## src/rtl/core/pec_pkg.sv

```systemverilog
package pec_pkg;

    localparam int LbaW    = 32;
    localparam int SptW    = 8;
    localparam int HpcW    = 9;
    localparam int Q1W     = 18;
    localparam int Q2W     = 10;
    localparam int SmallW  = SptW + Q1W;
    localparam int LimitW  = SptW + HpcW + Q2W;
    localparam int InDataW  = 112;
    localparam int OutDataW = 128;
    localparam int CfgIdxW  = 2;
    localparam int CfgDataW = 9;

    localparam logic [CfgIdxW-1:0] CFG_SPT = 2'd0;
    localparam logic [CfgIdxW-1:0] CFG_HPC = 2'd1;

    localparam logic [7:0] CLAMP_HEAD = 8'd254;
    localparam logic [5:0] CLAMP_SEC  = 6'h3F;
    localparam logic [9:0] CLAMP_CYL  = 10'd1023;

    typedef struct packed {
        logic              empty;
        logic [7:0]        flag;
        logic [7:0]        ptype;
        logic [LbaW-1:0]   count;
        logic [LbaW-1:0]   rel;
        logic              begin_big;
        logic              end_big;
        logic [SmallW-1:0] begin_lba;
        logic [SmallW-1:0] end_lba;
    } pec_item_t;

    typedef struct packed {
        logic              empty;
        logic [7:0]        flag;
        logic [7:0]        ptype;
        logic [LbaW-1:0]   count;
        logic [LbaW-1:0]   rel;
        logic              begin_big;
        logic              end_big;
    } pec_side_t;

endpackage

```

## src/rtl/core/pec_front.sv

```systemverilog
module pec_front (
    input  logic [pec_pkg::InDataW-1:0] in_data,
    input  logic [pec_pkg::SptW-1:0]    spt,
    input  logic [pec_pkg::HpcW-1:0]    hpc,
    output pec_pkg::pec_item_t          item
);
    import pec_pkg::*;

    logic [LbaW-1:0]   start_lba;
    logic [LbaW-1:0]   sector_count;
    logic [7:0]        part_type;
    logic [7:0]        boot_flag;
    logic [LbaW-1:0]   base_lba;
    logic [LbaW:0]     end_lba;
    logic [SptW+HpcW-1:0] track_prod;
    logic [LimitW-1:0] limit;

    assign start_lba    = in_data[31:0];
    assign sector_count = in_data[63:32];
    assign part_type    = in_data[71:64];
    assign boot_flag    = in_data[79:72];
    assign base_lba     = in_data[111:80];

    assign end_lba    = {1'b0, start_lba} + {1'b0, sector_count} - {{LbaW{1'b0}}, 1'b1};
    assign track_prod = {{HpcW{1'b0}}, spt} * {{SptW{1'b0}}, hpc};
    assign limit      = {track_prod, {Q2W{1'b0}}};

    always_comb begin
        item.empty     = (sector_count == '0) || (part_type == 8'd0);
        item.flag      = boot_flag;
        item.ptype     = part_type;
        item.count     = sector_count;
        item.rel       = start_lba - base_lba;
        item.begin_big = {1'b0, start_lba} >= {{(LbaW + 1 - LimitW){1'b0}}, limit};
        item.end_big   = end_lba >= {{(LbaW + 1 - LimitW){1'b0}}, limit};
        item.begin_lba = start_lba[SmallW-1:0];
        item.end_lba   = end_lba[SmallW-1:0];
    end

endmodule

```

## config.mk

```make
export PLATFORM = sky130hd
export DESIGN_NAME = pec_front
export DESIGN_NICKNAME = d
export VERILOG_FILES = /design/src/rtl/core/pec_pkg.sv /design/src/rtl/core/pec_front.sv
export SDC_FILE = /design/constraint.sdc
export NUM_CORES = 1
export LEC_CHECK = 0
export ABC_AREA = 1
export ABC_CLOCK_PERIOD_IN_PS = 5600
export BUFFER_PORTS_ARGS = -buffer_cell sky130_fd_sc_hd__buf_2
export CAP_MARGIN = 20
export CORE_UTILIZATION = 50
export DETAILED_ROUTE_END_ITERATION = 6
export GPL_ROUTABILITY_DRIVEN = 1
export PLACE_DENSITY = 0.89
export SYNTH_ARGS = -nofsm -noshare
export SYNTH_HDL_FRONTEND = slang
export SYNTH_SLANG_ARGS = --single-unit
```

## constraint.sdc

```tcl
create_clock -name vclk -period 5.6
set_input_delay 0.56 -clock vclk [all_inputs]
set_output_delay 0.56 -clock vclk [all_outputs]
set_load 0.01 [all_outputs]
```

* Word level (Yosys, flattened, before mapping) *
Index checks and enable logic that the tools add are counted.

storage, ports and cells
  bits of input ports = 129
  memories = 0
  ROM bits = 0
  RAM bits = 0
  bits in latches = 0
  output and inout port bits = 135
  register bits after elaboration = 0
  logic and storage cells = 9

cells by class
  shifts and indexed selects = 0
  div/mod/pow operators = 0
  reduce and logical (&&, ||, !) cells = 3
  bitwise gates (word level) = 0
  $mul = 1
  eq/ne operators = 0
  multiplexer cells = 0
  $lt $le $gt $ge = 2
  add/subtract/negate cells = 3

operators by type and width
  cell                                                                   count
  32-bit by 32-bit adder with 33-bit output                              1
  33-bit by 27-bit >= comparator with 1-bit output                       1
  33-bit by 1-bit subtractor with 33-bit output (second input constant)  1
  32-bit by 27-bit >= comparator with 1-bit output                       1
  32-bit logical NOT                                                     1
  32-bit subtractor                                                      1
  8-bit by 9-bit multiplier with 17-bit output                           1
  8-bit logical NOT                                                      1
  1-bit logical OR                                                       1

* Depth between registers and ports, before layout *
Gate-level depths: netlist (run 1).

  word-level depth = 3
  mapped depth = 34
  gate-level depth less buffers = 33

* Worst setup path after synthesis (run 1) *
OpenSTA, ideal clock, no wires.

  path type = input -> output
  start = in spt[7] (netlist bit)
  end = out item[53] (netlist bit)
  path slack = -0.358 ns
  stages on the path = 24
  required time = 5.040 ns
  path buffers = 1
  arrival = 5.398 ns
  path through = clkbuf_1 nand2_1 fa_1 fa_1 inv_1 fa_1 inv_1 fa_1 inv_1 ha_1 inv_1 nor3_1 a21oi_1 o21ai_0 a21oi_1 nor2_1 nor2_1 xor2_1 ha_1 nand2_1 nor3b_1 nor4b_1 nand2_1 nand4_1

RTL lines
  what             RTL line        text
  start, declared  pec_front.sv:3  input logic [pec_pkg::SptW-1:0] spt,
  end, declared    pec_front.sv:5  output pec_pkg::pec_item_t item

==> metrics, run 1 <==
status=complete, but fails checks; failing checks=negative setup slack; top-count cell post-synth=inv_1; setup violators final=2; area leader, netlist=ha_1; Vias=9,492; seq_cells=0; # IOs=264; Inserted Diodes=0; Switching Share=54.3%; Finished Layout Cells=1,887; Slew @ Worst Pin=0.744 ns; Gate power share=100.0%; share of cells above drive strength 1=25.3%; cell count after placement=1,875; DIE AREA=18,100 um^2; # port buffers=248; RSZ-0062 raised after global routing=true; final antenna-violating net count=0; pin count of the biggest net entering global routing=10; starting utilization of the core area=50.9%; sequential share of the synthesized area=0%; first-pass GRT wire length=41,700 um; GRT Overall Usage=28.6%; critical path class=in2out; most instantiated cells after synthesis=397 x inv_1, 340 x nand2_1, 165 x ha_1; DRC=0; Worst slew margin=49.9%; hpwl dp=23,500 um; Max IR drop VDD=0.240 mV; Avg Cell Area, Syn=6.08 um^2; Site Rows=48; P_sw=1.76 mW; First-pass DRT Iterations=4; Peak Freq=0.170 GHz; arrival time at the worst endpoint=5.33 ns; Max Cap Viol=0; hold path start=in_data[75]; PnR worst setup slack=-0.289 ns; Unique masters post-synth=45; mapped cell area=8770 um^2; NumNets Final=2,002; Mapped Nets=1,780; Critical Path Fanout Max=6; largest cells by area after synthesis=ha_1 24%, inv_1 17%, nand2_1 15%; die width=134 um; clock buffers=0; Post-Synthesis Cells=1,442; Iter 0 DRT Violations=331; Reg power frac=0%; Reg area=0 um^2; DIE HEIGHT=134 um; total gr overflow=0; initial antenna violation count=2; Post-Route WL=26,500 um; total power=3.25 mW; Final Core Density=61.4%; number of global-route vias before repair=9,135; Tmin final=5.89 ns; Clk network pwr share=0%; Hold/Removal Path Class=in2out; GPL Wtd Cong=0.940; Core Box Area=17,200 um^2; power per cell area=307 nW/um^2; FILL cells=1,555; Int Power=1.48 mW; CP Launch Type=input port; Final period util=105%; area grow syn2layout=20.6%; drt via density=5.03; Worst EP required=5.04 ns; Hold Fails Final Rpt=0; WHS=1.12 ns; Max Transition Viols Final=0; DR WL/cell=14.1 um; Critical Path End Type=primary output; crit path from=hpc[4]; Synth Warn #=0; static leakage=6.74 nW; Yosys top cell area share=23.5%
-- layout by cell type (no fill, tap or decap), drive strengths merged, types with 2 or more instances in the layout --
cell	count
a21boi	4
a21o	7
a21oi	80
a221oi	3
a31o	2
a31oi	7
buf	313
fa	44
ha	165
inv	400
nand2	352
nand3	39
nand3b	4
nand4	19
nor2	87
nor3	12
nor3b	3
nor4	11
o211ai	2
o21a	3
o21ai	27
o21bai	6
o221ai	2
o31ai	2
xnor2	25
xor2	38
-- critical path, stage by stage --
cell      delay [ns]
buf_6           0.11
buf_6           0.11
nand2_2         0.05
inv_2           0.04
fa_2            0.37
fa_1            0.47
fa_1            0.59
inv_2           0.04
fa_1            0.49
inv_2           0.05
ha_4            0.24
inv_4           0.07
nand2_2         0.05
nand2_2         0.07
o21ai_2         0.08
a21boi_2        0.16
o21ai_1         0.10
xor2_1          0.19
buf_4           0.14
buf_4           0.12
buf_4           0.14
ha_4            0.25
nand2_1         0.05
nor3b_2         0.20
nor4b_4         0.24
nand2_1         0.08
nand4_1         0.13
buf_2           0.14
-- cell families after synthesis --
kind of cell | Yosys count | share of synthesized area [%]
AO/OA/AOI/OAI | 149 | 10.4
XOR/XNOR | 63 | 6.29
adder cells (fa/ha/maj) | 209 | 33.6
buffers and inverters | 493 | 24.3
AND/OR/NAND/NOR | 528 | 25.5
-- metal layers --
layer  global-route usage (%)  wire length (um)  vias up
met5                        0                23        -
met4                     11.4              1220        4
met3                     2.03              1370       71
met2                     54.7             13400      318
met1                     32.8             10500     4314
li1                         -                 -     4785
-- path summary, 6_finish.rpt --
path | endpoint | slack, ns | depth (start not counted)
worst max-delay path | item[53] | -0.29 | 28
worst min-delay path | item[129] | 1.12 | 0
-- what timing repair did --
action | CTS | global route
hold buffers | 0 | 0
setup endpoints to repair | 2 | 2
setup buffers | 8 | 4
resized for setup | 84 | 20
pin swaps | 52 | 26
endpoints found under the hold margin | 0 | 0
-- power by group through the flow --
stage	logic [mW]	clock network [mW]	registers (mW)
finish	3.25	0	0
floorplan	1.79	0	0
detailed placement	2.85	0	0
CTS	3.10	0	0
global route	3.59	0	0
global placement	2.77	0	0
-- metrics by stage --
stage,TNS [ns],worst slack (ns),instance area (um^2)
floorplan,0,0.000513,8930
global placement,-0.951,-0.547,10200
detailed placement,-1.14,-0.627,10200
CTS,-0.462,-0.267,10500
global route,-1.18,-0.634,10600
finish,-0.560,-0.289,10600
-- layout make-up --
class	instances	area [um^2]	area share [%]
Timing Repair Buffer	313	1870	17.7
Inverter	400	1500	14.2
Tap cell	225	282	2.66
Multi-Input combinational cell	949	6930	65.5
Note: power is estimated with default switching activity, not from simulation.
==> run 2, diff against run 1 <==
--- a/config.mk
+++ b/config.mk
@@ -7,10 +7,10 @@
 export LEC_CHECK = 0
 export ABC_AREA = 1
 export ABC_CLOCK_PERIOD_IN_PS = 5600
-export BUFFER_PORTS_ARGS = -buffer_cell sky130_fd_sc_hd__buf_2
 export CAP_MARGIN = 20
-export CORE_UTILIZATION = 50
+export CORE_UTILIZATION = 62
 export DETAILED_ROUTE_END_ITERATION = 6
+export DONT_BUFFER_PORTS = 1
 export GPL_ROUTABILITY_DRIVEN = 1
 export PLACE_DENSITY = 0.89
 export SYNTH_ARGS = -nofsm -noshare
==> metrics, run 2 (synthesis gave the netlist of run 1 again) <==
status=complete, but fails checks; failing checks=negative setup slack; first-pass GRT wire length=37,900 um (-9.1%); # port buffers=0 (-100%); RSZ-0062 raised after global routing=true; DIE AREA=14,600 um^2 (-19%); drt via density=5.40 (+7.3%); Peak Freq=0.174 GHz (+2.7%); arrival time at the worst endpoint=5.18 ns (-0.15 ns); Tmin final=5.74 ns (-0.153 ns); PnR worst setup slack=-0.135 ns (+0.153 ns); DIE HEIGHT=121 um (-10%); Inserted Diodes=0 (unchanged); CTS hold repair buffers=0 (unchanged); total gr overflow=0 (unchanged); GPL Wtd Cong=0.932 (-0.87%); NumNets Final=1,719 (-14%); hold depth=0 (unchanged); Max Transition Viols Final=0 (unchanged); cell count after placement=1,550 (-17%); number of global-route vias before repair=8,451 (-7.5%); Slew @ Worst Pin=1.00 ns (+0.258 ns); die width=121 um (-10%); Max Cap Viol=0 (unchanged); Final period util=102% (-2.7 points); Site Rows=43 (-10%); Worst slew margin=32.6% (-17 points); Max IR drop VDD=0.231 mV (-3.6%); seq_cells=0 (unchanged); pin count of the biggest net entering global routing=10 (unchanged); Critical Path Fanout Max=9 (+3); static leakage=5.56 nW (-18%); DR WL/cell=15.4 um (+9.3%); Worst EP required=5.04 ns (about the same); CP Launch Type=input port; GRT Overall Usage=32.3% (+3.7 points); WHS=1.12 ns (unchanged); Iter 0 DRT Violations=390 (+18%); CP max-delay cell=fa_1; crit path to=item[52]; share of cells above drive strength 1=8.27% (-17 points); Critical Path End Type=primary output; initial antenna violation count=0 (-2); most frequent cells in the layout=385 x inv_1, 327 x nand2_1, 159 x ha_1; final antenna-violating net count=0 (unchanged); Vias=8,414 (-11%); starting utilization of the core area=63.5% (+13 points); setup violators final=2 (unchanged); power per cell area=317 nW/um^2 (+3.4%); Post-Route WL=24,000 um (-9.7%); Core Box Area=13,800 um^2 (-20%); crit path from=spt[3]; hpwl dp=21,100 um (-10%); DRC=0 (unchanged); Finished Layout Cells=1,559 (-17%); Reg area=0 um^2 (unchanged); clock buffers=0 (unchanged); commonest non-fill, non-tap cell in the layout=inv_1; critical path class=in2out; area grow syn2layout=0.528%; # IOs=264 (unchanged); First-pass DRT Iterations=5 (+1); Hold/Removal Path Class=in2out; Hold Fails Final Rpt=0 (unchanged); CP peak stage delay=0.53 ns (-0.06 ns)
==> run 2: changes by cell type in the layout (fill, tap and decap cells not counted), sizes merged <==
| cell | delta |
|---|---|
| buf | -283 |
==> run 2: layer usage <==
layer / vias to the layer above / global-route usage, % / wire length, um
met5: - / 0 / 0
met4: 0 / 11.5 / 1000
met3: 56 / 5.78 / 1850
met2: 344 / 61.5 / 11700
met1: 3804 / 35.2 / 9400
li1: 4210 / - / -
==> run 2: repair_timing <==
action                     in CTS  in global routing
pin swaps                      45                  9
setup buffers                   7                  2
gates resized for setup        42                  3
setup endpoints to repair       2                  2
==> run 2: cell type report <==
cell class / instances / area [um^2]
timing repair buffer: 30 / 229
tap: 180 / 225
inverter: 400 / 1510
multi-input combinational: 949 / 6860
fill: 1239 / 5010
==> run 2: power by group <==
group | internal [mW] | switching [mW]
clock network | 0 | 0
registers | 0 | 0
logic | 1.19 | 1.61
total | 1.19 | 1.61
==> run 2: how the worst min path moves through the flow <==
stage,slack [ns],from,endpoint
floorplan,1.21,in_data[46],item[100]
global placement,1.12,in_data[72],item[126]
detailed placement,1.12,in_data[72],item[126]
CTS,1.12,in_data[72],item[126]
global route,1.12,in_data[13],item[39]
finish,1.12,in_data[78],item[132]
==> run 2: per-stage QoR <==
step | setup TNS, ns | worst slack (ns) | instance area [um^2] | total power [mW] | util [%]
floorplan | 0 | 0.000513 | 8930 | 1.79 | -
global placement | -0.297 | -0.165 | 8620 | 2.39 | 62.3
detailed placement | -0.590 | -0.321 | 8620 | 2.46 | 62.3
CTS | -0.154 | -0.0918 | 8790 | 2.72 | 63.6
global route | -0.808 | -0.427 | 8820 | 3.13 | 63.8
finish | -0.250 | -0.135 | 8820 | 2.80 | 63.8
==> run 2: critical path: cells and delay by family <==
family | cells | cell delay (ns)
fa+ha+maj | 6 | 2.65
simple gates | 13 | 1.29
buf+inv | 5 | 0.41
compound gates | 1 | 0.18
xor+xnor | 1 | 0.08
