**config.mk**
```make
export PLATFORM = sky130hd
export DESIGN_NAME = pec_back
export DESIGN_NICKNAME = d
export VERILOG_FILES = /design/src/rtl/core/pec_pkg.sv /design/src/rtl/core/pec_divpipe.sv /design/src/rtl/core/pec_back.sv
export SDC_FILE = /design/constraint.sdc
export NUM_CORES = 2
export LEC_CHECK = 0
export BUFFER_PORTS_ARGS = -buffer_cell sky130_fd_sc_hd__clkbuf_2
export CAP_MARGIN = 20
export CORE_UTILIZATION = 55
export DETAILED_ROUTE_END_ITERATION = 7
export PLACE_DENSITY = 0.7
export SYNTH_ARGS = -nofsm -noshare
export SYNTH_HDL_FRONTEND = slang
export SYNTH_SLANG_ARGS = --single-unit
```
**constraint.sdc**
```tcl
create_clock -name aclk -period 4.3 [get_ports aclk]
set_input_delay 0.645 -clock aclk [delete_from_list [all_inputs] [get_ports aclk]]
set_output_delay 0.645 -clock aclk [all_outputs]
set_load 0.02 [all_outputs]
```
**src/rtl/core/pec_pkg.sv**
```systemverilog
package pec_pkg;

    localparam int LbaW    = 32;
    localparam int SptW    = 8;
    localparam int HpcW    = 9;
    localparam int Q1W     = 18;
    localparam int Q2W     = 10;
    localparam int SmallW  = SptW + Q1W;
    localparam int LimitW  = SptW + HpcW + Q2W;
    localparam int InDataW  = 112;
    localparam int OutDataW = 128;
    localparam int CfgIdxW  = 2;
    localparam int CfgDataW = 9;

    localparam logic [CfgIdxW-1:0] CFG_SPT = 2'd0;
    localparam logic [CfgIdxW-1:0] CFG_HPC = 2'd1;

    localparam logic [7:0] CLAMP_HEAD = 8'd254;
    localparam logic [5:0] CLAMP_SEC  = 6'h3F;
    localparam logic [9:0] CLAMP_CYL  = 10'd1023;

    typedef struct packed {
        logic              empty;
        logic [7:0]        flag;
        logic [7:0]        ptype;
        logic [LbaW-1:0]   count;
        logic [LbaW-1:0]   rel;
        logic              begin_big;
        logic              end_big;
        logic [SmallW-1:0] begin_lba;
        logic [SmallW-1:0] end_lba;
    } pec_item_t;

    typedef struct packed {
        logic              empty;
        logic [7:0]        flag;
        logic [7:0]        ptype;
        logic [LbaW-1:0]   count;
        logic [LbaW-1:0]   rel;
        logic              begin_big;
        logic              end_big;
    } pec_side_t;

endpackage

```
**src/rtl/core/pec_divpipe.sv**
```systemverilog
module pec_divpipe #(
    parameter int DV = 8,
    parameter int QW = 18
) (
    input  logic             aclk,
    input  logic             en,
    input  logic [DV+QW-1:0] dividend,
    input  logic [DV-1:0]    divisor,
    output logic [QW-1:0]    quot,
    output logic [DV-1:0]    remainder
);
    logic [DV-1:0] rem_reg [QW];
    logic [QW-1:0] low_reg [QW];

    for (genvar i = 0; i < QW; i++) begin : g_step
        logic [DV-1:0] rem_in;
        logic [QW-1:0] low_in;
        logic [DV:0]   trial;
        logic          ge;

        if (i == 0) begin : g_first
            assign rem_in = dividend[DV+QW-1:QW];
            assign low_in = dividend[QW-1:0];
        end else begin : g_rest
            assign rem_in = rem_reg[i-1];
            assign low_in = low_reg[i-1];
        end

        assign trial = {rem_in, low_in[QW-1]};
        assign ge    = trial >= {1'b0, divisor};

        always_ff @(posedge aclk) begin
            if (en) begin
                rem_reg[i] <= ge ? DV'(trial - {1'b0, divisor}) : trial[DV-1:0];
                low_reg[i] <= {low_in[QW-2:0], ge};
            end
        end
    end

    assign quot      = low_reg[QW-1];
    assign remainder = rem_reg[QW-1];

endmodule

```
**src/rtl/core/pec_back.sv**
```systemverilog
module pec_back (
    input  logic                          aclk,
    input  logic                          aresetn,
    input  logic                          en,
    input  logic                          take,
    input  pec_pkg::pec_item_t            item,
    input  logic [pec_pkg::SptW-1:0]      spt,
    input  logic [pec_pkg::HpcW-1:0]      hpc,
    output logic                          res_valid,
    output logic [pec_pkg::OutDataW-1:0]  res_data
);
    import pec_pkg::*;

    localparam int Lat = Q1W + Q2W;

    logic            vld_reg [Lat];
    pec_side_t       side_reg [Lat];
    logic [SptW-1:0] br1_reg [Q2W];
    logic [SptW-1:0] er1_reg [Q2W];

    logic [Q1W-1:0]  bq1, eq1;
    logic [SptW-1:0] br1, er1;
    logic [Q2W-1:0]  bcyl, ecyl;
    logic [HpcW-1:0] bhead, ehead;
    logic [7:0]      bh_o, bsb_o, bcl_o, eh_o, esb_o, ecl_o;
    pec_side_t       side_in, side_out;

    assign side_in = '{empty: item.empty, flag: item.flag, ptype: item.ptype,
                       count: item.count, rel: item.rel,
                       begin_big: item.begin_big, end_big: item.end_big};

    pec_divpipe #(.DV(SptW), .QW(Q1W)) u_bdiv1 (
        .aclk(aclk), .en(en), .dividend(item.begin_lba), .divisor(spt),
        .quot(bq1), .remainder(br1)
    );
    pec_divpipe #(.DV(SptW), .QW(Q1W)) u_ediv1 (
        .aclk(aclk), .en(en), .dividend(item.end_lba), .divisor(spt),
        .quot(eq1), .remainder(er1)
    );
    pec_divpipe #(.DV(HpcW), .QW(Q2W)) u_bdiv2 (
        .aclk(aclk), .en(en), .dividend({1'b0, bq1}), .divisor(hpc),
        .quot(bcyl), .remainder(bhead)
    );
    pec_divpipe #(.DV(HpcW), .QW(Q2W)) u_ediv2 (
        .aclk(aclk), .en(en), .dividend({1'b0, eq1}), .divisor(hpc),
        .quot(ecyl), .remainder(ehead)
    );

    always_ff @(posedge aclk) begin
        if (!aresetn) begin
            for (int i = 0; i < Lat; i++) begin
                vld_reg[i] <= 1'b0;
            end
        end else if (en) begin
            vld_reg[0] <= take;
            for (int i = 1; i < Lat; i++) begin
                vld_reg[i] <= vld_reg[i-1];
            end
        end
    end

    always_ff @(posedge aclk) begin
        if (en) begin
            side_reg[0] <= side_in;
            for (int i = 1; i < Lat; i++) begin
                side_reg[i] <= side_reg[i-1];
            end
            br1_reg[0] <= br1;
            er1_reg[0] <= er1;
            for (int i = 1; i < Q2W; i++) begin
                br1_reg[i] <= br1_reg[i-1];
                er1_reg[i] <= er1_reg[i-1];
            end
        end
    end

    assign side_out = side_reg[Lat-1];

    function automatic logic [23:0] chs_pack(input logic big, input logic [Q2W-1:0] cyl,
                                             input logic [HpcW-1:0] head,
                                             input logic [SptW-1:0] rem);
        logic [SptW:0] sec;
        logic          clamp;
        logic [9:0]    c;
        logic [7:0]    h;
        logic [5:0]    s;
        sec   = {1'b0, rem} + 1'b1;
        clamp = big || (head > HpcW'(CLAMP_HEAD)) || (sec > (SptW+1)'(CLAMP_SEC));
        c     = clamp ? CLAMP_CYL : cyl;
        h     = clamp ? CLAMP_HEAD : head[7:0];
        s     = clamp ? CLAMP_SEC : sec[5:0];
        return {c[7:0], c[9:8], s, h};
    endfunction

    assign {bcl_o, bsb_o, bh_o} = chs_pack(side_out.begin_big, bcyl, bhead, br1_reg[Q2W-1]);
    assign {ecl_o, esb_o, eh_o} = chs_pack(side_out.end_big, ecyl, ehead, er1_reg[Q2W-1]);

    always_ff @(posedge aclk) begin
        if (!aresetn) begin
            res_valid <= 1'b0;
        end else if (en) begin
            res_valid <= vld_reg[Lat-1];
        end
    end

    always_ff @(posedge aclk) begin
        if (en) begin
            if (side_out.empty) begin
                res_data <= '0;
            end else begin
                res_data <= {side_out.count, side_out.rel, ecl_o, esb_o, eh_o,
                             side_out.ptype, bcl_o, bsb_o, bh_o, side_out.flag};
            end
        end
    end

endmodule

```
=== Word-level counts from Yosys, hierarchy flattened ===
Memories as Yosys holds them, arrays and structs flattened. A register that Yosys moved wholly into a read port is not among the register bits.
Cells that the tools add are included.

* Reduce and logical (&&, ||, !) cells: 7
* Add/sub/neg operators: 58
* Magnitude comparators: 60
* Muxes and demuxes: 95
* Bitwise gates (word level): 28

{| class="wikitable"
|+ Operators by type and width
! cell !! count
|-
| 9-bit by 8-bit greater-or-equal comparator with 1-bit output || 36
|-
| 8-bit two-way mux || 38
|-
| 8-bit subtractor || 36
|-
| 10-bit by 9-bit greater-or-equal comparator with 1-bit output || 18
|-
| 9-bit two-way mux || 20
|-
| 9-bit subtractor || 20
|-
| 1-bit two-way mux || 33
|-
| 1-bit OR || 28
|-
| 10-bit two-way mux || 2
|-
| 8-bit by 1-bit adder with 9-bit output (second input constant) || 2
|-
| 9-bit greater-or-equal comparator || 2
|-
| 9-bit by 6-bit > comparator with 1-bit output (second input constant) || 2
|-
| 9-bit by 8-bit > comparator with 1-bit output (second input constant) || 2
|-
| 6-bit two-way mux || 2
|-
| 1-bit logical OR || 4
|-
| 2-bit OR reduction || 2
|-
| 1-bit zero test || 1
|}

* Register bits after elaboration: 128
* Input bits: 156
* Output and inout port bits: 129
* Word-level logic and storage cells: 263
* Bits in writable memories: 3828
* Memories kept: 12

{| class="wikitable"
|+ Memory list
! name !! words !! width !! read ports !! clocked after memory_dff !! write ports !! RTL line !! RTL
|-
| side_reg || 28 || 83 || 28 || 0 || 28 || pec_back.sv:17 || <nowiki>pec_side_t side_reg [Lat];</nowiki>
|-
| u_bdiv1.low_reg || 18 || 18 || 18 || 0 || 18 || pec_divpipe.sv:13 || <nowiki>logic [QW-1:0] low_reg [QW];</nowiki>
|-
| u_ediv1.low_reg || 18 || 18 || 18 || 0 || 18 || pec_divpipe.sv:13 ||
|-
| u_bdiv1.rem_reg || 18 || 8 || 18 || 0 || 18 || pec_divpipe.sv:12 || <nowiki>logic [DV-1:0] rem_reg [QW];</nowiki>
|-
| u_ediv1.rem_reg || 18 || 8 || 18 || 0 || 18 || pec_divpipe.sv:12 ||
|-
| u_bdiv2.low_reg || 10 || 10 || 10 || 0 || 10 || pec_divpipe.sv:13 ||
|-
| +6 memories || -- || -- || -- || -- || -- || -- ||
|}

=== Logic depth before layout (Yosys ltp) ===
An unclocked memory read counts as a cell.

* Depth in word-level cells: 5
* Mapped depth: 9

=== Cells and area by module ===
A second synthesis with hierarchy kept.

* Cells, all modules: 7614
* Area, all modules: 146681.9 µm²

{| class="wikitable"
|+ Modules (own cells, without submodules)
! module !! area an instance (µm²) !! cells each !! instances
|-
| pec_back || 80915.1 || 2929 || 1
|-
| pec_divpipe at u_bdiv1 || 22331.4 || 1522 || 1
|-
| pec_divpipe at u_ediv1 || 21866.0 || 1492 || 1
|-
| pec_divpipe at u_ediv2 || 10805.4 || 833 || 1
|-
| pec_divpipe at u_bdiv2 || 10764.1 || 838 || 1
|}

=== Worst setup path after synthesis ===
Ideal clock, no wire load.

* Path type: input to register
* Start point: input port spt[6] (netlist name)
* End point: memory u_bdiv1.rem_reg[0][2], data pin
* Path buffers: 0
* Library setup time: 260 ps
* Setup slack: 949 ps
* Cell stages on the path: 6
* Data arrival time: 3091 ps
* Path through: inv_1 > ha_1 > a21o_1 > a2111oi_2 > a21boi_4 > mux2_2

{| class="wikitable"
|+ RTL lines
! what !! RTL line !! RTL
|-
| from (decl) || pec_back.sv:7 || <nowiki>input logic [pec_pkg::SptW-1:0] spt,</nowiki>
|-
| to (decl) || pec_divpipe.sv:12 ||
|}

==> flow_summary.yaml <==
pwr:
  power_frac_clock_pct: 33.3
  vdd_drop_max_v: 0.000681
  p_per_area_nw_per_um2: 597
  power.total_uw: 100000
  power_frac_comb_pct: 16.9
  p_int_uw: 75400
  leakage_uw: 0.0598
  switchingPower_uw: 24700
  power_frac_seq_pct: 49.8
  sw_frac_of_total_pct: 24.7
layout:
  drive_gt1_share_pct: 15.3
  nets: 9163
  largest_register_ffs: 2324
  syn2layout_area_growth_pct: 14.3
  final_core_util_pct: 63.2
  final_common_cell: "edfxtp_1"
  final_cell_mix: "edfxtp_1 (3939), ha_1 (472), clkbuf_16 (389), nor2_1 (303), clkbuf_2 (282)"
timing:
  fin_tns_setup_ps: 0
  rsz0062_at_grt: "no"
  fin_ws_ps: 1370
  min_period_ps: 2930
  worst_slew_pin_slew_ps: 875
  setup-violations-final: 0
  finalHoldViolations: 0
  finClkSkew_ps: 40.0
  slew-limit-headroom_pct: 41.7
  fmax_ghz: 0.342
  drv_slew: 0
  min_period_over_period_pct: 68.0
setup_path:
  critical_path.max_stage_delay_ps: 620
  path_class: "reg -> reg"
  crit_buf_inv: 0
  rr_startpoint: "u_ediv1.rem_reg[11][5]"
  critical_path.startpoint: "u_ediv1.rem_reg[11][5]"
  cp-end-kind: "register"
  start_kind: "register"
  crit_arrival_ps: 3560
  crit_path_max_fanout: 7
  crit_family: "compound AO/OA/AOI/OAI gates"
  required_ps: 4930
  crit_chain: "ha_1 > a21oi_1 > o31ai_1 > a21boi_0 > nor2b_1 > mux2_2"
  critPathSlowestCell: "nor2b_1"
global_routing:
  grt_busiest_layer: "met2"
  overflow: 0
  use_met2_pct: 27.7
  grt_usage_pct: 16.7
  grt_use_met3_pct: 2.44
  grt_use_met1_pct: 22.5
  grt_pass1_wl_mm: 359
  grt_max_degree: 170
  grt_antenna_before_repair: 7
  first_global_vias: 67864
drt:
  drtIter0Drc: 4577
  via_count: 66157
  wl_mm: 227
  drc_errors: 46
  routedWlPerCell_um: 18.4
  viasPerCell: 5.37
  firstDrtPassIters: 8
  ant_nets: 0
yosys:
  ys_seq_area_share_pct: 80.8
  synthesis.nets: 8295
  synth_edf_count: 3939
  postSynthAreaPerCell_um2: 19.3
  netlist_instances: 7611
  synth-async-reset-ratio_pct: 0
  synth-seq-cells: 3957
  synth_flop_cell: "edfxtp_1"
  yosysUniqueCellTypes: 67
  yosysWarnings: 0
  synth.cell_area_um2: 147000
cts:
  path_clk_slew_ps: 60
  cts_buffers: 384
  post_cts_buffers: 0
  clock_sinks: 3957
  cts_root_buf: "clkbuf_16"
  post_cts_resize_count: 0
  clockBufferDepth: 4
  cts_tree: "built"
  clk-insertion-delay-late_ps: 900
  h-tree-depth: 5
placed_design:
  place_congestion: 0.861
  post-place-ws_ps: 556
  hpwl_mm: 132
  io_buffers: 284
status:
  violations: "DRC"
  run_status: "complete, but fails checks"
floorplanning:
  row_count: 189
  fp.coreArea_um2: 265000
  die_height_um: 519
  die-area_um2: 269000
  io_pins: 285
  start_util_pct: 55.3
  die_x_um: 519
hold_path:
  holdCritStartpoint: "item[47]"
  hold_path.class: "in -> reg"
job:
  drv_cap: 0
-- worst register-to-register path: stages, from the launching register on --
cell and delay [ps]:
edfxtp_1 450, ha_1 410, a21oi_1 240, o31ai_1 110, a21boi_0 420, nor2b_1 620, mux2_2 410
-- metal layers --
metal	vias to the layer above	wire length, µm
li1	31757	-
met1	32410	101000
met2	1439	109000
met3	551	9390
met4	0	7870
met5	-	0
-- synth_stat cells (110+ instances only) --
library cell | instances | share of area [%]
xnor2_1 | 168 | 1.0
mux2_2 | 252 | 1.9
edfxtp_1 | 3939 | 81
o21ai_0 | 143 | 0.49
nand2_1 | 162 | 0.41
nor2b_1 | 213 | 0.91
ha_1 | 472 | 4.0
mux2i_1 | 165 | 1.1
nor2_1 | 303 | 0.77
a21oi_1 | 262 | 0.89
o21a_1 | 116 | 0.59
nand3_1 | 110 | 0.38
inv_1 | 248 | 0.63
-- cell families after synthesis --
group                    count (synthesis)  synth area share (%)
flip-flops                            3957                  80.8
buffers and inverters                  280                 0.728
adder cells (fa/ha/maj)                528                  4.79
AND/OR/NAND/NOR                       1194                  4.30
AO/OA/AOI/OAI                         1026                  5.04
XOR/XNOR                               197                  1.18
multiplexers                           429                  3.15
-- path summary, 6_finish.rpt --
kind,to,slack (ps),cells past startpoint
max reg2reg,u_ediv1.rem_reg[12][4],1370,6
max,u_ediv1.rem_reg[12][4],1370,6
min reg2reg,u_bdiv2.low_reg[0][4],400,0
min,u_bdiv1.rem_reg[0][4],100,2
-- cell type report --
type                       count  area, µm²
sequential                  3957     119000
fill                       17953      97600
multi-input combinational   3374      27100
clock buffer                 467      10000
tap                         3533       4420
timing repair buffer         514       4000
clock inverter               233       2620
inverter                     248        932
antenna                        3       7.51
-- repair_timing --
item,4_1_cts,5_1_grt
hold buffers,119,0
setup endpoints to repair,0,0
endpoints found under the hold margin,119,0
-- power by group through the flow --
stage	logic (µW)	clock network, µW	registers, µW
floorplan	12800	0	49700
global placement	16000	0	50500
detailed placement	16700	0	50600
CTS	16900	34300	49800
global route	18800	35700	50200
finish	16900	33300	49800
-- stage by stage --
stage                     hold slack, ps  instances  area [µm²]
after floorplan                      400       7611      147000
after global placement               400      11507      154000
after detailed placement             405      11507      154000
after CTS                           5.67      12326      168000
after global routing                53.8      12328      168000
final                               96.0      12329      168000
No activity file was read; power rests on OpenSTA's default activity.
