===== config.mk =====
export PLATFORM = sky130hd
export DESIGN_NAME = pec_fifo
export DESIGN_NICKNAME = d
export VERILOG_FILES = /design/src/rtl/core/pec_pkg.sv /design/src/rtl/core/pec_fifo.sv
export SDC_FILE = /design/constraint.sdc
export NUM_CORES = 1
export LEC_CHECK = 0
export BUFFER_PORTS_ARGS = -buffer_cell sky130_fd_sc_hd__buf_2
export CORE_MARGIN = 2
export CORE_UTILIZATION = 59
export CTS_BUF_LIST = sky130_fd_sc_hd__clkbuf_8
export CTS_CLUSTER_SIZE = 25
export DETAILED_ROUTE_END_ITERATION = 16
export PLACE_DENSITY_LB_ADDON = 0.12
export SLEW_MARGIN = 15
export SYNTH_ARGS = -nofsm -noshare
export SYNTH_HDL_FRONTEND = slang
export SYNTH_SLANG_ARGS = --single-unit

===== constraint.sdc =====
create_clock -name aclk -period 6.1 [get_ports aclk]
set_input_delay 0.305 -clock aclk [delete_from_list [all_inputs] [get_ports aclk]]
set_output_delay 0.305 -clock aclk [all_outputs]
set_load 0.05 [all_outputs]

===== src/rtl/core/pec_pkg.sv =====
package pec_pkg;

    localparam int LbaW    = 32;
    localparam int SptW    = 8;
    localparam int HpcW    = 9;
    localparam int Q1W     = 18;
    localparam int Q2W     = 10;
    localparam int SmallW  = SptW + Q1W;
    localparam int LimitW  = SptW + HpcW + Q2W;
    localparam int InDataW  = 112;
    localparam int OutDataW = 128;
    localparam int CfgIdxW  = 2;
    localparam int CfgDataW = 9;

    localparam logic [CfgIdxW-1:0] CFG_SPT = 2'd0;
    localparam logic [CfgIdxW-1:0] CFG_HPC = 2'd1;

    localparam logic [7:0] CLAMP_HEAD = 8'd254;
    localparam logic [5:0] CLAMP_SEC  = 6'h3F;
    localparam logic [9:0] CLAMP_CYL  = 10'd1023;

    typedef struct packed {
        logic              empty;
        logic [7:0]        flag;
        logic [7:0]        ptype;
        logic [LbaW-1:0]   count;
        logic [LbaW-1:0]   rel;
        logic              begin_big;
        logic              end_big;
        logic [SmallW-1:0] begin_lba;
        logic [SmallW-1:0] end_lba;
    } pec_item_t;

    typedef struct packed {
        logic              empty;
        logic [7:0]        flag;
        logic [7:0]        ptype;
        logic [LbaW-1:0]   count;
        logic [LbaW-1:0]   rel;
        logic              begin_big;
        logic              end_big;
    } pec_side_t;

endpackage


===== src/rtl/core/pec_fifo.sv =====
module pec_fifo #(
    parameter int DEPTH = 4
) (
    input  logic               aclk,
    input  logic               aresetn,
    input  logic               push,
    input  pec_pkg::pec_item_t push_item,
    output logic               full,
    input  logic               pop,
    output logic               empty,
    output pec_pkg::pec_item_t head_item
);
    import pec_pkg::*;

    localparam int PtrW = $clog2(DEPTH);
    localparam int CntW = $clog2(DEPTH + 1);
    localparam logic [PtrW-1:0] LastPtr = PtrW'(DEPTH - 1);
    localparam logic [CntW-1:0] FullCnt = CntW'(DEPTH);

    pec_item_t       mem [DEPTH];
    logic [PtrW-1:0] wr_ptr_reg, wr_ptr_next;
    logic [PtrW-1:0] rd_ptr_reg, rd_ptr_next;
    logic [CntW-1:0] cnt_reg, cnt_next;
    logic            do_push, do_pop;

    assign full      = (cnt_reg == FullCnt);
    assign empty     = (cnt_reg == '0);
    assign do_push   = push && !full;
    assign do_pop    = pop && !empty;
    assign head_item = mem[rd_ptr_reg];

    always_comb begin
        wr_ptr_next = wr_ptr_reg;
        rd_ptr_next = rd_ptr_reg;
        cnt_next    = cnt_reg;
        if (do_push) begin
            wr_ptr_next = (wr_ptr_reg == LastPtr) ? '0 : wr_ptr_reg + 1'b1;
        end
        if (do_pop) begin
            rd_ptr_next = (rd_ptr_reg == LastPtr) ? '0 : rd_ptr_reg + 1'b1;
        end
        if (do_push && !do_pop) begin
            cnt_next = cnt_reg + 1'b1;
        end else if (do_pop && !do_push) begin
            cnt_next = cnt_reg - 1'b1;
        end
    end

    always_ff @(posedge aclk) begin
        if (!aresetn) begin
            wr_ptr_reg <= '0;
            rd_ptr_reg <= '0;
            cnt_reg    <= '0;
        end else begin
            wr_ptr_reg <= wr_ptr_next;
            rd_ptr_reg <= rd_ptr_next;
            cnt_reg    <= cnt_next;
        end
    end

    always_ff @(posedge aclk) begin
        if (do_push) begin
            mem[wr_ptr_reg] <= push_item;
        end
    end

endmodule


Yosys cells after proc, flatten, opt, wreduce, memory -nomap -nowiden:

Memories as Yosys holds them, arrays and structs flattened. A register that Yosys moved wholly into a read port is not among the register bits.
Index checks and enable logic that the tools add are counted.

* register bits after elaboration: 7
* memory bits (writable): 540
* output and inout port bits: 137
* logic and storage cells: 29
* memories: 1

Memory list
* mem: depth 4, width 135, rd ports 1, clocked after memory_dff 1, write ports 1, RTL line pec_fifo.sv:20 `pec_item_t mem [DEPTH];`

* $add $sub $neg: 4
* eq/ne operators: 3
* muxes and demuxes: 8
* reductions and logical operators: 10

Operators by type and width (count)
* $mux W2: 4
* $mux W3: 2
* $add A2 B1 Y2 const B: 2
* $eq A2 B2 Y1 const B: 2
* $logic_and A1 B1 Y1: 4
* $logic_not A1 Y1: 4
* $add A3 B1 Y3 const B: 1
* $eq A3 B3 Y1 const B: 1
* $logic_not A3 Y1: 1
* $sub A3 B1 Y3 const B: 1
* $mux W1: 2
* $reduce_bool A2 Y1: 1

Depth between registers and ports, before layout:

Gate-level depths: netlist of the first run.

* depth in word-level cells: 7
* depth in mapped cells: 9
* gate-level depth less buffers: 8

Worst setup path before layout of the first run:

Ideal clock, no wire load.

* path kind: reg-to-reg
* start point: register cnt_reg[0]
* end point: memory mem[1][0] (netlist name) (enable)
* setup time: 0.510 ns
* arrival: 4.200 ns
* required time: 5.590 ns
* path slack: 1.389 ns
* cell stages (with the launch flop): 5
* period minus slack after synthesis: 4.711 ns
* path through: dfxtp_1 > nor3b_1 > nor2b_1 > clkbuf_1 > and2_1

* longest elaborated chain between the ends: 5

Ends and longest elaborated chain
* start: declaration: RTL line pec_fifo.sv:23 `logic [CntW-1:0] cnt_reg, cnt_next;`
* start signal: assignment: RTL line pec_fifo.sv:57 `cnt_reg <= cnt_next;`
* $eq A3 B3 Y1: RTL line pec_fifo.sv:26 `assign full = (cnt_reg == FullCnt);`
* named net full: RTL line pec_fifo.sv:8 `output logic full,`
* $logic_not A1 Y1: RTL line pec_fifo.sv:28 `assign do_push = push && !full;`
* $logic_and A1 B1 Y1: RTL line pec_fifo.sv:28
* named net do_push: RTL line pec_fifo.sv:24 `logic do_push, do_pop;`
* $mux W1: RTL line pec_fifo.sv:62 `if (do_push) begin`
* $mux W1 (not written as such): RTL line pec_fifo.sv:63 `mem[wr_ptr_reg] <= push_item;`
* end: declaration: RTL line pec_fifo.sv:20

The timed path passes the listed nets, and every way through them passes these cells.

==> results by group, run 1 <==
Timing
  • Setup WS post-layout: ~3100 ps
  • Slew HR: 0.328
  • RSZ-0062 raised after global routing: false
  • Setup tns final: 0 ps
  • Fmax: ~340 MHz
  • Setup-failing EPs final: 0
  • Tmin final: 2980 ps
  • Slew Limit Fails: 0
  • Final Hold Fails: 0
  • Final period util: 0.488
  • Setup Skew: around 29 ps
  • Slew @ Worst Pin: between 1000 and 1500 ps

Power and ir drop
  • Total power: between 10 and 15 mW
  • Peak supply drop: slightly below 0.0003 V
  • PwrDens: about 440 nW/um^2
  • Static Leak: 8.41 nW

Yosys
  • Yosys top cell area share: 0.814
  • Number of flops mapped to enable cells by yosys: 540
  • Seq cells post-synth: 549
  • XOR/XNOR Fraction of Synth Area: 0.000879
  • Primary FF master, synth: edfxtp_1
  • Area of the mapped netlist: 19,900 sq um
  • Area leader, netlist: edfxtp_1
  • Post-synth ARST share: 0
  • Cell variety after synth: 24
  • Post-synthesis instance total: approximately 760
  • Top-count cell post-synth: edfxtp_1
  • Synth Area in Simple Gates: 0.00515
  • Syn Nets: between 900 and 1,000
  • Largest family of logic cells by synthesized area: multiplexers
  • Multiplexer share of the synthesized area: 0.154
  • Area fraction in compound gates after synthesis: 0.00151
  • Synth top cells by count: edfxtp_1 (540), mux4_2 (135), buf_2 (15), dfxtp_1 (9), clkbuf_1 (8)
  • Area contributors post-synth: edfxtp_1 (81%), mux4_2 (15%), dfxtp_1 (0.90%)
  • Sequential share of the synthesized area: 0.823
  • Yosys Warn Count: 0
  • Synth Area in Adders: 0.00477
  • Synth Area per Inst: about 26 sq um

Floorplan
  • Starting density of the core: 0.597
  • Core area: around 33,000 sq um
  • Cell Rows: 67
  • Die ar.: around 35,000 sq um
  • Die width: around 190 um
  • Die height: 188 um
  • # IOs: 276

Setup path
  • Kind of end point of the critical path: output port
  • R2R cell count: 4
  • Flop-to-flop setup slack: approximately 3400 ps
  • Crit Path Category: flop to output port
  • Worst-path fanout max: 76
  • Critical Path RT: 5790 ps
  • Worst Setup Start Kind: flop
  • WP data arrival: ~2700 ps
  • Setup crit end: head_item[111]
  • Reg2reg start: cnt_reg[0]
  • R2r endpoint: mem[2][49]

Placement
  • Placement Cell Area: 21,800 sq um
  • Routability congestion estimate: around 0.69
  • Hpwl dp: about 21,000 um
  • # port buffers: 275
  • Dpl ws: 3340 ps
  • Placed cells: approximately 1,500

Global route
  • Maximum number of pins on one net before global-route repair: between 90 and 100
  • Total gr overflow: 0
  • Initial antenna violation count: 4
  • All-Layer GR Usage: 0.214
  • Vias in the first global route: around 10,000
  • First-pass GRT wire length: 56,500 um

Layout
  • P&R area growth vs syn: 23.6%
  • Finished Layout Cells: around 1,700
  • Nets: around 1,400
  • Layout cell share with drive strength beyond 1: 0.404
  • Fillcell total: between 1,500 and 2,000
  • Max reg flops: 540
  • Design Area, Final: approximately 25,000 sq um

Route
  • Total number of vias: 9,510
  • Routed WL: approximately 37,000 um
  • Starting DRT DRC Count: 591
  • Antenna-violating nets left: 0
  • Wire length per cell: approximately 21 um
  • DR DRC count: 0
  • First drt pass iteration count: 4
  • Vias/cell: approximately 5.5

Clock tree
  • Clock sink count: 549
  • CTS buffer count: 85
  • Worst-skew pair later-pin latency: around 600 ps
  • Htree depth: 3
  • Clk buf depth: 3
  • CTS tree: yes
  • CTS root buf: clkbuf_8
  • Post-CTS sizing: 0
  • Clock slew at the register clock pins of the worst setup and hold paths: roughly 60 ps

Run status
  • Status: finished clean

Hold path
  • HP Class: primary input to flop

Job
  • # Max-Cap Violations: 0
==> cells in the final DEF (no fill, tap or decap), types with 2 or more instances in the layout <==
cell type / synthesis / routed
edfxtp_1: 540 / 540
buf_2: 15 / 275
mux4_2: 135 / 135
dlygate4sd3_1: 0 / 135
clkbuf_8: 0 / 86
inv_1: 3 / 30
clkinv_1: 0 / 22
dfxtp_1: 9 / 7
nand2_1: 6 / 6
ha_1: 6 / 6
buf_12: 0 / 5
and2_4: 0 / 4
clkinvlp_4: 0 / 4
clkinv_2: 0 / 4
diode_2: 0 / 3
mux2i_1: 3 / 3
o21ai_0: 3 / 3
buf_4: 2 / 3
nor2b_1: 2 / 2
nor2_1: 2 / 2
nand3_1: 2 / 2
dfxtp_4: 0 / 2
==> critical path: stages, from the launching register on <==
cell and delay, ps:
dfxtp_4 900, buf_12 470, mux4_2 410, buf_2 230
==> power by group <==
group          total (mW)  switching (mW)  internal [mW]  leakage (nW)
Clock                2.65            1.30           1.35         0.832
Sequential           4.73           0.134           4.60          5.02
Combinational        3.42            2.37           1.04          2.55
Total                10.8            3.81           6.99          8.41
==> kinds of logic (layout without fill, tap and decap cells) <==
| logic type | Yosys count | count (layout) |
|---|---|---|
| fa+ha+maj | 7 | 7 |
| compound gates | 5 | 5 |
| simple gates | 20 | 20 |
| xor+xnor | 2 | 2 |
| flops | 549 | 549 |
| other cells | 0 | 3 |
| mux | 138 | 138 |
| buf+inv | 35 | 566 |
==> timing repair <==
action	in CTS	in global routing
setup buffers	0	0
hold endpoints to repair	540	0
hold buffers	135	0
==> cell type report <==
cell class / instances / area, sq um / share of cell area
timing repair buffer: 418 / 2850 / 0.116
antenna: 3 / 7.51 / 0.000305
tap: 448 / 561 / 0.0228
clock inverter: 59 / 273 / 0.0111
clock buffer: 86 / 1180 / 0.0481
multi-input combinational: 172 / 3330 / 0.135
sequential: 549 / 16400 / 0.666
inverter: 3 / 11.3 / 0.000457
==> per-layer routing <==
layer | global-route usage | vias up | wire length [um]
met2 | 0.350 | 341 | 18900
met5 | 0 | - | 27
met1 | 0.288 | 4900 | 15300
met3 | 0.0591 | 39 | 2640
li1 | - | 4226 | -
met4 | 0.0642 | 4 | 571
==> how the worst min path moves through the flow <==
stage | startpoint | endpoint | slack [ps] | depth (start not counted)
finish | aresetn | wr_ptr_reg[1] | 60 | 3
global route | aresetn | wr_ptr_reg[1] | 40 | 3
CTS | aresetn | wr_ptr_reg[1] | 9 | 3
global placement | wr_ptr_reg[1] | wr_ptr_reg[1] | 490 | 2
floorplan | push_item[0] | mem[0][0] | 400 | 0
detailed placement | wr_ptr_reg[1] | wr_ptr_reg[1] | 500 | 2
==> per-stage QoR <==
step | utilization | hold WS [ps]
6_report | 0.738 | 58.8
2_1_floorplan | - | 404
3_3_place_gp | 0.653 | 492
4_1_cts | 0.738 | 8.94
5_1_grt | 0.738 | 36.1
3_5_place_dp | 0.653 | 496
Note: power is estimated with default switching activity, not from simulation.
==> inputs of run 2 (changes only) <==
- clock period: 6.1 -> 3 ns (I/O delays scaled with it)
==> run 2 against run 1 <==
Global-route usage is 0.62 points higher. Sequential share of layout area fell by 1.1 points. Count of clock-buffer cells in the layout increased by 3. Register-to-register slack got worse by 2700 ps. Final cell count grew 1.7%. Setup slack worse by 2700 ps. Sequential cell count unchanged. Total power up 110%. Non-clock buffer count up 25.
==> results by group, run 2 (synthesis results as in run 1) <==
Run status
  • Status: finished clean

Clock tree
  • Post-CTS setup buffers: 0
  • Clock sink count: 549
  • Clock slew at the register clock pins of the worst setup and hold paths: 60 ps
  • CTS tree: yes
  • Worst-skew pair later-pin latency: ~600 ps
  • Clk buf depth: 3
  • CTS root buf: clkbuf_8
  • Htree depth: 3
  • CTS buffer count: 84
  • Post-CTS sizing: 0

Route
  • Vias/cell: approximately 5.5
  • Antenna-violating nets left: 0
  • Starting DRT DRC Count: approximately 600
  • Total number of vias: 9,701
  • Wire length per cell: between 20 and 25 um
  • DR DRC count: 0
  • Routed WL: about 38,000 um
  • First drt pass iteration count: 7

Setup path
  • Kind of end point of the critical path: output port
  • Critical Path RT: between 2000 and 3000 ps
  • Crit Path Category: flop to output port
  • WP data arrival: roughly 2400 ps
  • Worst Setup Start Kind: flop
  • Worst-path fanout max: 28

Layout
  • Nets: approximately 1,400
  • Design Area, Final: around 25,000 sq um
  • Max reg flops: 540
  • Final Util: 0.750
  • P&R area growth vs syn: 25.6%
  • Most frequent cells in the layout: edfxtp_1 (540), buf_2 (275), dlygate4sd3_1 (139), mux4_2 (135), clkbuf_8 (89)
  • Layout cell share with drive strength beyond 1: 0.414
  • Commonest non-fill, non-tap cell in the layout: edfxtp_1

Floorplan
  • Starting density of the core: 0.597
  • Die height: 188 um
  • Cell Rows: between 60 and 70
  • Die width: between 150 and 200 um
  • Die ar.: between 30,000 and 40,000 sq um
  • # IOs: between 200 and 300
  • Core area: 33,400 sq um

Timing
  • Fmax: ~390 MHz
  • Final period util: 0.852
  • Final Hold Fails: 0
  • Setup Skew: 18.9 ps
  • Tmin final: 2550 ps
  • RSZ-0062 raised after global routing: false
  • Slew Limit Fails: 0
  • Setup-failing EPs final: 0
  • Slew HR: 0.664
  • Slew @ Worst Pin: 500 ps

Global route
  • Vias in the first global route: roughly 10,000
  • First-pass GRT wire length: a little under 60,000 um
  • Total gr overflow: 0
  • Initial antenna violation count: 5
  • All-Layer GR Usage: 0.220
  • Maximum number of pins on one net before global-route repair: between 50 and 60

Placement
  • Routability congestion estimate: 0.714
  • Placement Cell Area: ~22,000 sq um
  • Hpwl dp: roughly 22,000 um
  • # port buffers: between 200 and 300

Job
  • # Max-Cap Violations: 0

Power and ir drop
  • Static Leak: around 8.6 nW
  • PwrDens: 887 nW/um^2
  • Peak supply drop: between 0.0006 and 0.0007 V
  • Total power: 22.2 mW

Hold path
  • HP Class: primary input to flop
==> run 2: cell type report <==
| class | instances | area (sq um) |
|---|---|---|
| multi-input combinational | 172 | 3330 |
| timing repair buffer | 443 | 3250 |
| clock inverter | 60 | 240 |
| fill | 1923 | 8340 |
| inverter | 3 | 11.3 |
| clock buffer | 89 | 1220 |
| antenna | 3 | 7.51 |
| tap | 448 | 561 |
| sequential | 549 | 16400 |
==> run 2: worst paths after layout <==
check | from | end | slack [ps] | cells after the start
worst max-delay path | flop | head_item[130] | 450 | 3
worst min-delay path | push_item[47] | mem[2][47] | 290 | 2
worst max register to register | cnt_reg[0] | cnt_reg[2] | 700 | 7
worst min register to register | rd_ptr_reg[0] | flop | 520 | 2
==> run 2: critical path, stage by stage (launching register included) <==
cell,delay (ps)
dfxtp_4,680
buf_12,310
mux4_2,550
buf_2,230
==> run 2: power breakdown <==
part	total, mW	switching [mW]	internal [mW]	leakage, nW
clock network	5.39	2.66	2.73	0.848
logic	7.19	4.86	2.32	2.74
registers	9.63	0.296	9.34	5.02
==> run 2: timing repair <==
action,4_1_cts,5_1_grt
endpoints found under the setup margin,0,0
hold buffers,139,0
endpoints found under the hold margin,549,0
==> run 2: layer usage <==
| layer | track usage | up-vias | share of wire |
|---|---|---|---|
| met2 | 0.359 | 330 | 0.50 |
| li1 | - | 4290 | - |
| met3 | 0.0552 | 71 | 0.067 |
| met5 | 0 | - | 0.00058 |
| met4 | 0.0827 | 4 | 0.026 |
| met1 | 0.294 | 5006 | 0.41 |
==> run 2: stage by stage <==
step                TNS (ps)  instances  setup WS (ps)  hold WS, ps
floorplan             -64890        756           -120          249
global placement           0       1476            790          362
detailed placement         0       1476            701          365
CTS                        0       1764            323          235
global route               0       1767            288          274
finish                     0       1767            445          293
